==> src/design/tdos_ram.sv <==
module tdos_ram #(
    parameter int WIDTH = 8,
    parameter int DEPTH = 64
) (
    input  logic                     aclk,
    input  logic                     we,
    input  logic [$clog2(DEPTH)-1:0] waddr,
    input  logic [WIDTH-1:0]         wdata,
    input  logic [$clog2(DEPTH)-1:0] raddr,
    output logic [WIDTH-1:0]         rdata
);
    logic [WIDTH-1:0] mem [DEPTH];

    always_ff @(posedge aclk) begin
        if (we) mem[waddr] <= wdata;
        rdata <= mem[raddr];
    end
endmodule

==> config.mk <==
export PLATFORM = sky130hd
export DESIGN_NAME = tdos_ram
export DESIGN_NICKNAME = d
export VERILOG_FILES = /design/src/design/tdos_ram.sv
export SDC_FILE = /design/constraint.sdc
export NUM_CORES = 1
export LEC_CHECK = 0
export BUFFER_PORTS_ARGS = -buffer_cell sky130_fd_sc_hd__clkbuf_2
export CORE_UTILIZATION = 32
export CTS_CLUSTER_SIZE = 14
export DETAILED_ROUTE_END_ITERATION = 8
export SLEW_MARGIN = 25
export SYNTH_ARGS = -nofsm -noshare
export SYNTH_HDL_FRONTEND = slang
export SYNTH_SLANG_ARGS = --single-unit
==> constraint.sdc <==
create_clock -name aclk -period 1.6 [get_ports aclk]
set_input_delay 0 -clock aclk [delete_from_list [all_inputs] [get_ports aclk]]
set_output_delay 0 -clock aclk [all_outputs]
set_load 0.02 [all_outputs]
---- Yosys cells after proc, flatten, opt, wreduce, memory -nomap -nowiden ----
Memories as Yosys holds them, arrays and structs flattened. A register that Yosys moved wholly into a read port is not among the register bits.
Index checks and enable logic that the tools add are counted.
cells by class
  muxes and demuxes ....................... 2
operators with widths
  kind    count
  $mux 1  2
word-level totals
  memories kept ........................... 1
  output and inout port bits .............. 8
  flip-flop bits (word level) ............. 0
  logic and storage cells ................. 3
  input port bits ......................... 22
  RAM bits ................................ 512
memories
  name  words  bits a word  read ports  clocked after memory_dff  wr ports  line  text
  mem   64     8            1           1                         1         12    logic [WIDTH-1:0] mem [DEPTH];

---- Depth between registers and ports, before layout ----
Gate-level depths: netlist (run 1).
  depth after elaboration ................. 2
  gate-level depth with buffers ........... 9

---- Least setup slack after synthesis (run 1) ----
OpenSTA, ideal clock, no wires.
  kind .................................... register to register
  from .................................... mem mem[29][4]
  to ...................................... reg rdata[4], read port of mem
  data arrival time ....................... 1560 ps
  buffers on the path ..................... 0
  cell stages (with the launch flop) ...... 6
  required time ........................... 1468 ps
  path slack .............................. -92 ps
  clock period less this slack ............ 1692 ps
  library setup time ...................... 132 ps
  cells stage by stage .................... edfxtp_1 mux4_2 mux2_2 o221a_2 nor3_1 o32ai_1
RTL lines
  what                line  text
  start: declaration  12
  end: declaration    10    output logic [WIDTH-1:0] rdata

==> results of run 1 <==
==> where the power goes <==
group          switching, mW  leakage [nW]  internal [mW]
Clock                   4.93         0.751           6.49
Sequential            0.0579          4.67           15.1
Combinational          0.968          2.37          0.722
Total                   5.96          7.79           22.3
==> registers in the layout, summed over array words and instances, names as in the netlist <==
register  cells
mem         512
rdata         8
==> final cells by class <==
type | instances | share of cell area, %
Sequential cell | 520 | 64.09
Multi-Input combinational cell | 369 | 18.26
Timing Repair Buffer | 196 | 6.901
Clock buffer | 66 | 5.497
Tap cell | 837 | 4.320
Clock inverter | 25 | 0.9239
Antenna cell | 1 | 0.01032
==> how the worst min path moves through the flow <==
| stage | startpoint | endpoint | slack [ns] | cells after the start |
|---|---|---|---|---|
| 2_1_floorplan | wdata[0] | mem[0][0]$_DFFE_PP_ | 0.1 | 0 |
| 3_3_place_gp | rdata[4]$_DFF_P_ | rdata[4] | 0.48 | 1 |
| 3_5_place_dp | rdata[4]$_DFF_P_ | rdata[4] | 0.47 | 1 |
| 4_1_cts | waddr[1] | mem[48][3]$_DFFE_PP_ | 0.04 | 3 |
| 5_1_grt | waddr[1] | mem[49][2]$_DFFE_PP_ | 0.07 | 3 |
| 6_report | waddr[1] | mem[49][5]$_DFFE_PP_ | 0.07 | 3 |
==> critical path, stage by stage (launching register included) <==
cell and delay (ns):
sky130_fd_sc_hd__edfxtp_1 0.36, sky130_fd_sc_hd__mux4_2 0.48, sky130_fd_sc_hd__mux2_4 0.29, sky130_fd_sc_hd__o221a_4 0.28, sky130_fd_sc_hd__nor3_4 0.19, sky130_fd_sc_hd__o32ai_1 0.11
==> cell families (layout without fill, tap and decap cells) <==
kind of cell	Yosys count	after routing	share of synthesized area, %
buf+inv	51	287	1.570
other cells	0	1	0
flops	520	520	77.03
simple gates	153	153	3.387
compound gates	54	54	2.072
mux	162	162	15.94
==> cells in the final DEF, fill, tap and decap left out, types with 4 or more instances in the layout <==
cell type / count
sky130_fd_sc_hd__edfxtp_1: 512
sky130_fd_sc_hd__buf_4: 145
sky130_fd_sc_hd__mux4_2: 126
sky130_fd_sc_hd__nor2_1: 80
sky130_fd_sc_hd__clkbuf_16: 51
sky130_fd_sc_hd__clkbuf_2: 26
sky130_fd_sc_hd__mux2i_1: 22
sky130_fd_sc_hd__buf_12: 20
sky130_fd_sc_hd__nand2_1: 19
sky130_fd_sc_hd__clkbuf_1: 15
sky130_fd_sc_hd__nor2b_1: 14
sky130_fd_sc_hd__nand3_1: 13
sky130_fd_sc_hd__mux2_2: 10
sky130_fd_sc_hd__clkinv_1: 10
sky130_fd_sc_hd__o221ai_1: 8
sky130_fd_sc_hd__o22ai_1: 8
sky130_fd_sc_hd__dfxtp_1: 8
sky130_fd_sc_hd__nand2b_1: 7
sky130_fd_sc_hd__clkinv_2: 7
sky130_fd_sc_hd__a221oi_1: 6
sky130_fd_sc_hd__nor3_1: 5
sky130_fd_sc_hd__a211oi_1: 4
sky130_fd_sc_hd__bufinv_16: 4
sky130_fd_sc_hd__dlygate4sd3_1: 4
==> metal layers <==
layer	vias up	routed length (µm)	global-route usage, %
met4	4	864	3.429
met5	-	36	0
li1	4315	-	-
met1	5298	21010	21.23
met2	291	22520	24.12
met3	72	3185	2.786
==> through the flow <==
step	setup TNS, ns	utilization [%]
2_1_floorplan	-0.1481	-
3_3_place_gp	-3.177	36.43
3_5_place_dp	-3.438	36.43
4_1_cts	-1.547	39.12
5_1_grt	-1.851	39.13
6_report	-1.500	39.14
==> timing repair <==
item / CTS / global route
hold buffers: 4 / 0
pin swaps: 2 / 2
setup endpoints to repair: 8 / 8
endpoints found under the hold margin: 198 / 0
resized for setup: 17 / 2
==> metrics.log, run 1 <==
INFO  metric ir_worst_vdd = 0.9191 mV
INFO  metric synthTopCellsByArea = sky130_fd_sc_hd__edfxtp_1 (76%), sky130_fd_sc_hd__mux4_2 (14%), sky130_fd_sc_hd__nor2_1 (1.5%)
INFO  metric post_synth_most_frequent_cells = sky130_fd_sc_hd__edfxtp_1 (512), sky130_fd_sc_hd__mux4_2 (126), sky130_fd_sc_hd__nor2_1 (83), sky130_fd_sc_hd__mux2i_1 (23), sky130_fd_sc_hd__nand2_1 (19)
INFO  metric postSynthRegisterBits = 520
INFO  metric grt_remaining_overflow = 0
INFO  metric die_h = 253.0 µm
INFO  metric post_synth_num_cell_types = 40
INFO  metric synth.largest_area_cell = sky130_fd_sc_hd__edfxtp_1
INFO  metric place_worst_setup_slack = -0.5710 ns
INFO  metric drive_above_1_share = 34.95%
INFO  metric root_buffer = sky130_fd_sc_hd__clkbuf_16
INFO  metric synth_top_area_share = 76.24%
INFO  metric wl_per_cell = 23.64 µm
INFO  metric total_power = 28.25 mW
INFO  metric run_status = complete, but fails checks
INFO  metric die_area = 64030 µm²
INFO  metric worst_tran_pin_value = 0.7528 ns
INFO  metric rrSetupSlack = -0.26 ns
INFO  metric worstPathArrival = 2.29 ns
INFO  metric startpoint_class = register
INFO  metric antenna_left = 0
INFO  metric drc = 0
INFO  metric initial_core_util = 32.56%
INFO  metric route.vias.total = 9980
INFO  metric timing.final.setup_violations = 8
INFO  metric final_max_slew_viol_count = 0
INFO  metric final_design_area_no_fill = 24240 µm²
INFO  metric slew_headroom = 49.81%
INFO  metric finish.net_count = 1159
INFO  metric yosys.cell_count.top_type = sky130_fd_sc_hd__edfxtp_1
INFO  metric io_buffer_count = 29
INFO  metric clock_sinks = 520
INFO  metric max-cap-violations = 0
INFO  metric maximum_root_to_sink_buffer_count = 3
INFO  metric vias_per_cell = 4.955
INFO  metric fin_crit_sh = 116.2%
INFO  metric initialDrtViolationCount = 913
INFO  metric hold_removal_path_class = input port to register
INFO  metric synth_area = 20170 µm²
INFO  metric insertion_delay = 0.57 ns
INFO  metric layout_setup_ws = -0.2593 ns
INFO  metric tritoncts = done
INFO  metric fillerInstances = 5572
INFO  metric placed_cells_incl_taps = 1918
INFO  metric number_of_standard_cells_after_synthesis = 940
INFO  metric cp-end-kind = register
INFO  metric final.hold.worst_slack = 0.06725 ns
INFO  metric reg2reg_to = rdata[4]$_DFF_P_
INFO  metric p_per_area = 1165 nW/µm²
INFO  metric numCtsBuffers = 50
INFO  metric worst_ep_required_time = 2.03 ns
INFO  metric skew = 0.02079 ns
INFO  metric cellLeakagePower = 7.789 nW
INFO  metric clkTransAtPathRegs = 0.06 ns
INFO  metric failed_checks = setup timing
INFO  metric fp-row-count = 91
INFO  metric antenna_violations_before_repair = 2
INFO  metric all_layer_global_routing_usage = 15.04%
INFO  metric area_growth = 20.20%
INFO  metric fmaxAchievable = 0.5378 GHz
INFO  metric core_area = 61940 µm²
INFO  metric multi_input_gate_area_in_the_final_layout = 4427 µm²
INFO  metric post-cts-setup-buffer-count = 0
INFO  metric h_tree_levels = 2
INFO  metric detailed_route_wl = 47610 µm
INFO  metric io_pins = 30
INFO  metric post_synthesis_sequential_area_ratio = 77.03%
INFO  metric grt_start_max_net_pins = 65
INFO  metric drt_pass1_iterations = 5
INFO  metric die_boundary_width = 253.0 µm
INFO  metric worst-path-max-fanout = 1
INFO  metric timing.critical_path.from = mem[21][4]$_DFFE_PP_
INFO  metric worst_setup_path_endpoint = rdata[4]$_DFF_P_
INFO  metric avgSynthCellArea = 21.45 µm²
INFO  metric grt_pass1_wl = 70040 µm
INFO  metric mappedNetlistNets = 962
INFO  metric postSynth.asyncResetShare = 0%
INFO  metric area.sequential = 15530 µm²
INFO  metric hpwlAfterDp = 30280 µm
INFO  metric synth-main-ff-cell = sky130_fd_sc_hd__edfxtp_1
INFO  metric timing.rr.start = mem[21][4]$_DFFE_PP_
INFO  metric worst_r2r_path_depth = 5
INFO  metric crit_type = register to register
INFO  metric setup_repair_after_global_routing_missed_its_margin = true
INFO  metric final-instance-count-excl-fill = 2014
INFO  metric synth_edf_count = 512
INFO  metric post-route-min-period = 1.859 ns
INFO  metric postPlaceCellArea = 22570 µm²
INFO  metric final-hold-violation-count = 0
INFO  metric routabilityCongestion = 0.8164
INFO  metric yosysWarningCount = 0
INFO  metric number_of_global_route_vias_before_repair = 10395
Note: power is estimated with default switching activity, not from simulation.
==> run 2, diff against run 1 <==
- CTS_CLUSTER_DIAMETER: not set -> 60
- REMOVE_ABC_BUFFERS: not set -> 1
==> run 2 against run 1 <==
Against the previous run:
- largest cell class unchanged
- worst hold slack lost 0.018 ns
- register-to-register slack gained 0.04 ns
- highest routed layer unchanged
- final area decreased by 1.7%
- global-route usage about the same
- sequential share of layout area increased by 1.1 points
- the flow still finishes with violations (setup timing)
==> metrics.log, run 2 (synthesis results as in run 1) <==
INFO  metric worstPathArrival = 2.28 ns
INFO  metric fp-row-count = 91
INFO  metric wl_per_cell = 23.59 µm
INFO  metric mostFrequentLayoutCells = sky130_fd_sc_hd__edfxtp_1 (512), sky130_fd_sc_hd__buf_4 (146), sky130_fd_sc_hd__mux4_2 (126)
INFO  metric antenna_diode_count = 0
INFO  metric vias_per_cell = 5.001
INFO  metric place_worst_setup_slack = -0.6473 ns
INFO  metric detailed_route_wl = 46880 µm
INFO  metric worst_r2r_path_depth = 5
INFO  metric timing.rr.start = mem[7][2]$_DFFE_PP_
INFO  metric failed_checks = setup timing
INFO  metric drc = 0
INFO  metric route.vias.total = 9937
INFO  metric worst_ep_required_time = 2.06 ns
INFO  metric grt_pass1_wl = 69980 µm
INFO  metric drt_pass1_iterations = 5
INFO  metric startpoint_class = register
INFO  metric fin_util = 38.48%
INFO  metric min_path_cells = 3
INFO  metric peak_per_stage_delay_on_the_critical_path = 0.52 ns
INFO  metric finish.net_count = 1146
INFO  metric path_common_cell = sky130_fd_sc_hd__mux4_2
INFO  metric initialDrtViolationCount = 985
INFO  metric reg2reg_to = rdata[2]$_DFF_P_
INFO  metric final_max_slew_viol_count = 0
INFO  metric h_tree_levels = 2
INFO  metric routabilityCongestion = 0.7667
INFO  metric core_area = 61940 µm²
INFO  metric fin_crit_sh = 113.7%
INFO  metric io_pins = 30
INFO  metric die_boundary_width = 253.0 µm
INFO  metric maximum_root_to_sink_buffer_count = 3
INFO  metric final-instance-count-excl-fill = 1987
INFO  metric number_of_global_route_vias_before_repair = 10322
INFO  metric io_buffer_count = 29
INFO  metric setup_tns = -1.380 ns
INFO  metric cellLeakagePower = 7.605 nW
INFO  metric all_layer_global_routing_usage = 15.02%
INFO  metric clkTransAtPathRegs = 0.07 ns
INFO  metric worst_hold_startpoint = waddr[1]
INFO  metric root_buffer = sky130_fd_sc_hd__clkbuf_16
INFO  metric run_status = complete, but fails checks
INFO  metric ir_worst_vdd = 0.6641 mV
INFO  metric numCtsBuffers = 43
INFO  metric total_power = 26.55 mW
INFO  metric max-cap-violations = 0
INFO  metric antenna_violations_before_repair = 1
INFO  metric drive_above_1_share = 34.09%
INFO  metric min_delay_worst_endpoint = mem[48][4]$_DFFE_PP_
INFO  metric antenna_left = 0
INFO  metric slew_headroom = 48.69%
INFO  metric placed_cells_incl_taps = 1916
INFO  metric post-route-min-period = 1.820 ns
INFO  metric cp_slowest_cell = sky130_fd_sc_hd__mux4_2
INFO  metric final_design_area_no_fill = 23830 µm²
INFO  metric crit_type = register to register
INFO  metric die_h = 253.0 µm
INFO  metric worst-path-max-fanout = 1
INFO  metric final.hold.worst_slack = 0.04897 ns
INFO  metric die_area = 64030 µm²
INFO  metric hold_removal_path_class = input port to register
INFO  metric postPlaceCellArea = 22450 µm²
INFO  metric grt_start_max_net_pins = 65
INFO  metric grt_remaining_overflow = 0
INFO  metric cp-end-kind = register
INFO  metric skew = 0.01036 ns
INFO  metric reg.largest.list = mem: 512 flops, rdata: 8 flops
INFO  metric largest_register = mem
INFO  metric final-hold-violation-count = 0
INFO  metric fmaxAchievable = 0.5496 GHz
INFO  metric setup_repair_after_global_routing_missed_its_margin = true
INFO  metric initial_core_util = 32.56%
INFO  metric hpwlAfterDp = 29420 µm
INFO  metric rrSetupSlack = -0.22 ns
INFO  metric layout_setup_ws = -0.2196 ns
INFO  metric clock_sinks = 520
INFO  metric post-cts-setup-buffer-count = 0
INFO  metric largest_reg_flops = 512
INFO  metric cp_cell_sequence = mux4_2 > mux4_2 > nor2_4 > nor3_2 > o2bb2ai_1
INFO  metric p_per_area = 1114 nW/µm²
INFO  metric worst_tran_pin_value = 0.7697 ns
INFO  metric tritoncts = done
INFO  metric final_common_cell = sky130_fd_sc_hd__edfxtp_1
INFO  metric area_growth = 18.17%
INFO  metric insertion_delay = 0.57 ns
INFO  metric timing.final.setup_violations = 8
-- run 2: cell count changes in the layout (fill, tap and decap cells not counted), sizes merged --
cell,previous run,this run
bufinv,4,0
clkbuf,93,95
buf,165,161
clkinvlp,3,0
diode,1,0
inv,1,0
dlygate4sd3,4,2
clkinv,17,3
-- run 2: per-layer routing --
| layer | track usage (%) | up-vias | part of all wire [%] |
|---|---|---|---|
| met2 | 23.44 | 284 | 47 |
| met4 | 4.190 | 2 | 2.1 |
| met5 | 0 | - | 0.028 |
| met3 | 2.601 | 68 | 5.9 |
| met1 | 21.58 | 5302 | 45 |
| li1 | - | 4281 | - |
-- run 2: final cells by class --
cell class                 count  area, µm²
clock buffer                  68       1222
sequential                   520      15530
clock inverter                 3      13.76
tap                          837       1047
fill                        5615      38110
timing repair buffer         190       1560
multi-input combinational    369       4453
-- run 2: power breakdown --
group          total (mW)  internal, mW  switching, mW
registers            15.1          15.1         0.0561
logic                1.66         0.699          0.963
clock network        9.76          5.22           4.55
total                26.6          21.0           5.57
-- run 2: critical path, delay by kind of cell (launching register included) --
family | cells | cell delay, ns
flops | 1 | 0.36
compound gates | 1 | 0.12
mux | 2 | 1.03
simple gates | 2 | 0.19
-- run 2: what timing repair did --
item / CTS / global route
hold buffers: 2 / 0
endpoints found under the setup margin: 8 / 8
pin swaps: 7 / 1
resized for setup: 24 / 5
endpoints found under the hold margin: 3 / 0
-- run 2: how the worst max path moves through the flow --
stage / end / slack [ns] / startpoint
floorplan: rdata[4]$_DFF_P_ / -0.08 / mem[29][4]$_DFFE_PP_
detailed placement: rdata[5]$_DFF_P_ / -0.65 / raddr[0]
finish: rdata[2]$_DFF_P_ / -0.22 / mem[7][2]$_DFFE_PP_
CTS: rdata[4]$_DFF_P_ / -0.22 / mem[21][4]$_DFFE_PP_
global placement: rdata[5]$_DFF_P_ / -0.71 / raddr[0]
global route: rdata[4]$_DFF_P_ / -0.26 / mem[21][4]$_DFFE_PP_
==> run 3, diff against run 2 <==
- SKIP_LAST_GASP: not set -> 1
==> run 3 against run 2 <==
Against the previous run:
- the flow still finishes with violations (setup timing)
- worst hold slack worse by 0.00095 ns
- final area hardly changed
- critical path depth is the same
- power is essentially flat
- non-clock buffer count did not move
- sequential share of layout area hardly changed
- clock power hardly changed
- via count shrank 0.17%
- utilization about the same
- critical path type unchanged
- highest routed layer unchanged
==> metrics.log, run 3 (synthesis results as in run 1) <==
INFO  metric hold_removal_path_class = input port to register
INFO  metric maximum_root_to_sink_buffer_count = 3
INFO  metric initial_core_util = 32.56%
INFO  metric all_layer_global_routing_usage = 15.01%
INFO  metric total_power = 26.54 mW
INFO  metric route.vias.total = 9920
INFO  metric power.internal = 20.98 mW
INFO  metric clock_sinks = 520
INFO  metric comb_power_share = 6.2%
INFO  metric wl_per_cell = 23.55 µm
INFO  metric fin_util = 38.46%
INFO  metric placed_cells_incl_taps = 1916
INFO  metric mostFrequentLayoutCells = sky130_fd_sc_hd__edfxtp_1 (512), sky130_fd_sc_hd__buf_4 (146), sky130_fd_sc_hd__mux4_2 (126)
INFO  metric failed_checks = setup timing
INFO  metric cp-end-kind = register
INFO  metric number_of_global_route_vias_before_repair = 10313
INFO  metric largest_register = mem
INFO  metric die_boundary_width = 253.0 µm
INFO  metric slew_headroom = 49.33%
INFO  metric path_common_cell = sky130_fd_sc_hd__mux4_2
INFO  metric numCtsBuffers = 43
INFO  metric final.hold.worst_slack = 0.04802 ns
INFO  metric drt_pass1_iterations = 5
INFO  metric reg.largest.list = mem: 512 flops, rdata: 8 flops
INFO  metric finish.net_count = 1146
INFO  metric drc = 0
INFO  metric core_area = 61940 µm²
INFO  metric worstPathArrival = 2.27 ns
INFO  metric cp_slowest_cell = sky130_fd_sc_hd__mux4_2
INFO  metric startpoint_class = register
INFO  metric peak_per_stage_delay_on_the_critical_path = 0.52 ns
INFO  metric hpwlAfterDp = 29420 µm
INFO  metric grt_remaining_overflow = 0
INFO  metric largest_reg_flops = 512
INFO  metric seqPwrFrac = 57.0%
INFO  metric swShare = 20.93%
INFO  metric fmaxAchievable = 0.5521 GHz
INFO  metric fin_crit_sh = 113.2%
INFO  metric vias_per_cell = 4.992
INFO  metric grt_pass1_wl = 69940 µm
INFO  metric setup_repair_after_global_routing_missed_its_margin = true
INFO  metric io_buffer_count = 29
INFO  metric post-route-min-period = 1.811 ns
INFO  metric postPlaceCellArea = 22450 µm²
INFO  metric worst_ep_required_time = 2.06 ns
INFO  metric timing.final.setup_violations = 8
INFO  metric final_common_cell = sky130_fd_sc_hd__edfxtp_1
INFO  metric grt_start_max_net_pins = 65
INFO  metric max-cap-violations = 0
INFO  metric run_status = complete, but fails checks
INFO  metric final-hold-violation-count = 0
INFO  metric area_growth = 18.13%
INFO  metric ir_worst_vdd = 0.6578 mV
INFO  metric drive_above_1_share = 34.00%
INFO  metric clkTransAtPathRegs = 0.07 ns
INFO  metric final_max_slew_viol_count = 0
INFO  metric antenna_diode_count = 0
INFO  metric worst-path-max-fanout = 1
INFO  metric routabilityCongestion = 0.7667
INFO  metric skew = 0.01158 ns
INFO  metric fp-row-count = 91
INFO  metric clockPowerShare = 36.8%
INFO  metric h_tree_levels = 2
INFO  metric final-instance-count-excl-fill = 1987
INFO  metric cp_cell_sequence = mux4_2 > mux4_2 > nor2_4 > nor3_1 > o2bb2ai_1
INFO  metric root_buffer = sky130_fd_sc_hd__clkbuf_16
INFO  metric die_area = 64030 µm²
INFO  metric initialDrtViolationCount = 1023
INFO  metric tritoncts = done
INFO  metric insertion_delay = 0.57 ns
INFO  metric p_per_area = 1114 nW/µm²
INFO  metric p_sw = 5.555 mW
INFO  metric antenna_violations_before_repair = 1
INFO  metric die_h = 253.0 µm
INFO  metric cellLeakagePower = 7.600 nW
INFO  metric layout_setup_ws = -0.2114 ns
INFO  metric io_pins = 30
INFO  metric antenna_left = 0
INFO  metric final_design_area_no_fill = 23820 µm²
INFO  metric detailed_route_wl = 46790 µm
INFO  metric worst_tran_pin_value = 0.7601 ns
INFO  metric post-cts-setup-buffer-count = 0
INFO  metric crit_type = register to register
==> run 3: cell counts in the layout (fill, tap and decap cells not counted) <==
Identical to the previous run, type by type.
==> run 3: path summary, 6_finish.rpt <==
| check | from | endpoint | slack (ns) | cells after the start |
|---|---|---|---|---|
| worst max-delay path | mem[7][2]$_DFFE_PP_ | rdata[2]$_DFF_P_ | -0.21 | 5 |
| worst max register to register | mem[7][2]$_DFFE_PP_ | rdata[2]$_DFF_P_ | -0.21 | 5 |
| worst min-delay path | waddr[1] | mem[48][5]$_DFFE_PP_ | 0.05 | 3 |
| worst min register to register | mem[23][0]$_DFFE_PP_ | rdata[0]$_DFF_P_ | 0.86 | 4 |
==> run 3: metrics by stage <==
step                      TNS [ns]  worst slack (ns)
after floorplan            -0.1672          -0.08362
after global placement      -4.059           -0.7087
after detailed placement    -4.213           -0.6473
after CTS                   -1.404           -0.2200
after global routing        -1.784           -0.2593
final                       -1.377           -0.2114
==> run 3: power by group through the flow <==
stage | clock, mW | combinational [mW] | sequential (mW)
6_report | 9.76 | 1.66 | 15.1
5_1_grt | 10.4 | 1.76 | 15.1
4_1_cts | 9.97 | 1.67 | 15.1
3_5_place_dp | 0 | 1.63 | 15.4
3_3_place_gp | 0 | 1.60 | 15.4
2_1_floorplan | 0 | 0.584 | 15.4
==> run 3: repair_timing <==
| item | in CTS | in global routing |
|---|---|---|
| endpoints found under the hold margin | 3 | 0 |
| resized for setup | 23 | 4 |
| hold buffers | 2 | 0 |
| pin swaps | 6 | 0 |
| setup endpoints to repair | 8 | 8 |
==> run 3: cell type report <==
cell class	count	area, µm²
fill	5614	38120
sequential	520	15530
multi-input combinational	369	4444
timing repair buffer	190	1560
clock buffer	68	1222
tap	837	1047
clock inverter	3	13.76
==> run 3: layer usage <==
metal | part of all wire (%) | GRT usage, %
met5 | 0.028 | 0
met4 | 2.1 | 4.190
met3 | 6.0 | 2.601
met2 | 47 | 23.41
met1 | 45 | 21.58
==> run 3: worst max-delay path: cells and delay by family, from the launching register on <==
kind / cells / cell delay (ns)
AOI/OAI and AO/OA: 1 / 0.12
DFF: 1 / 0.36
and+or+nand+nor: 2 / 0.19
muxes: 2 / 1.03
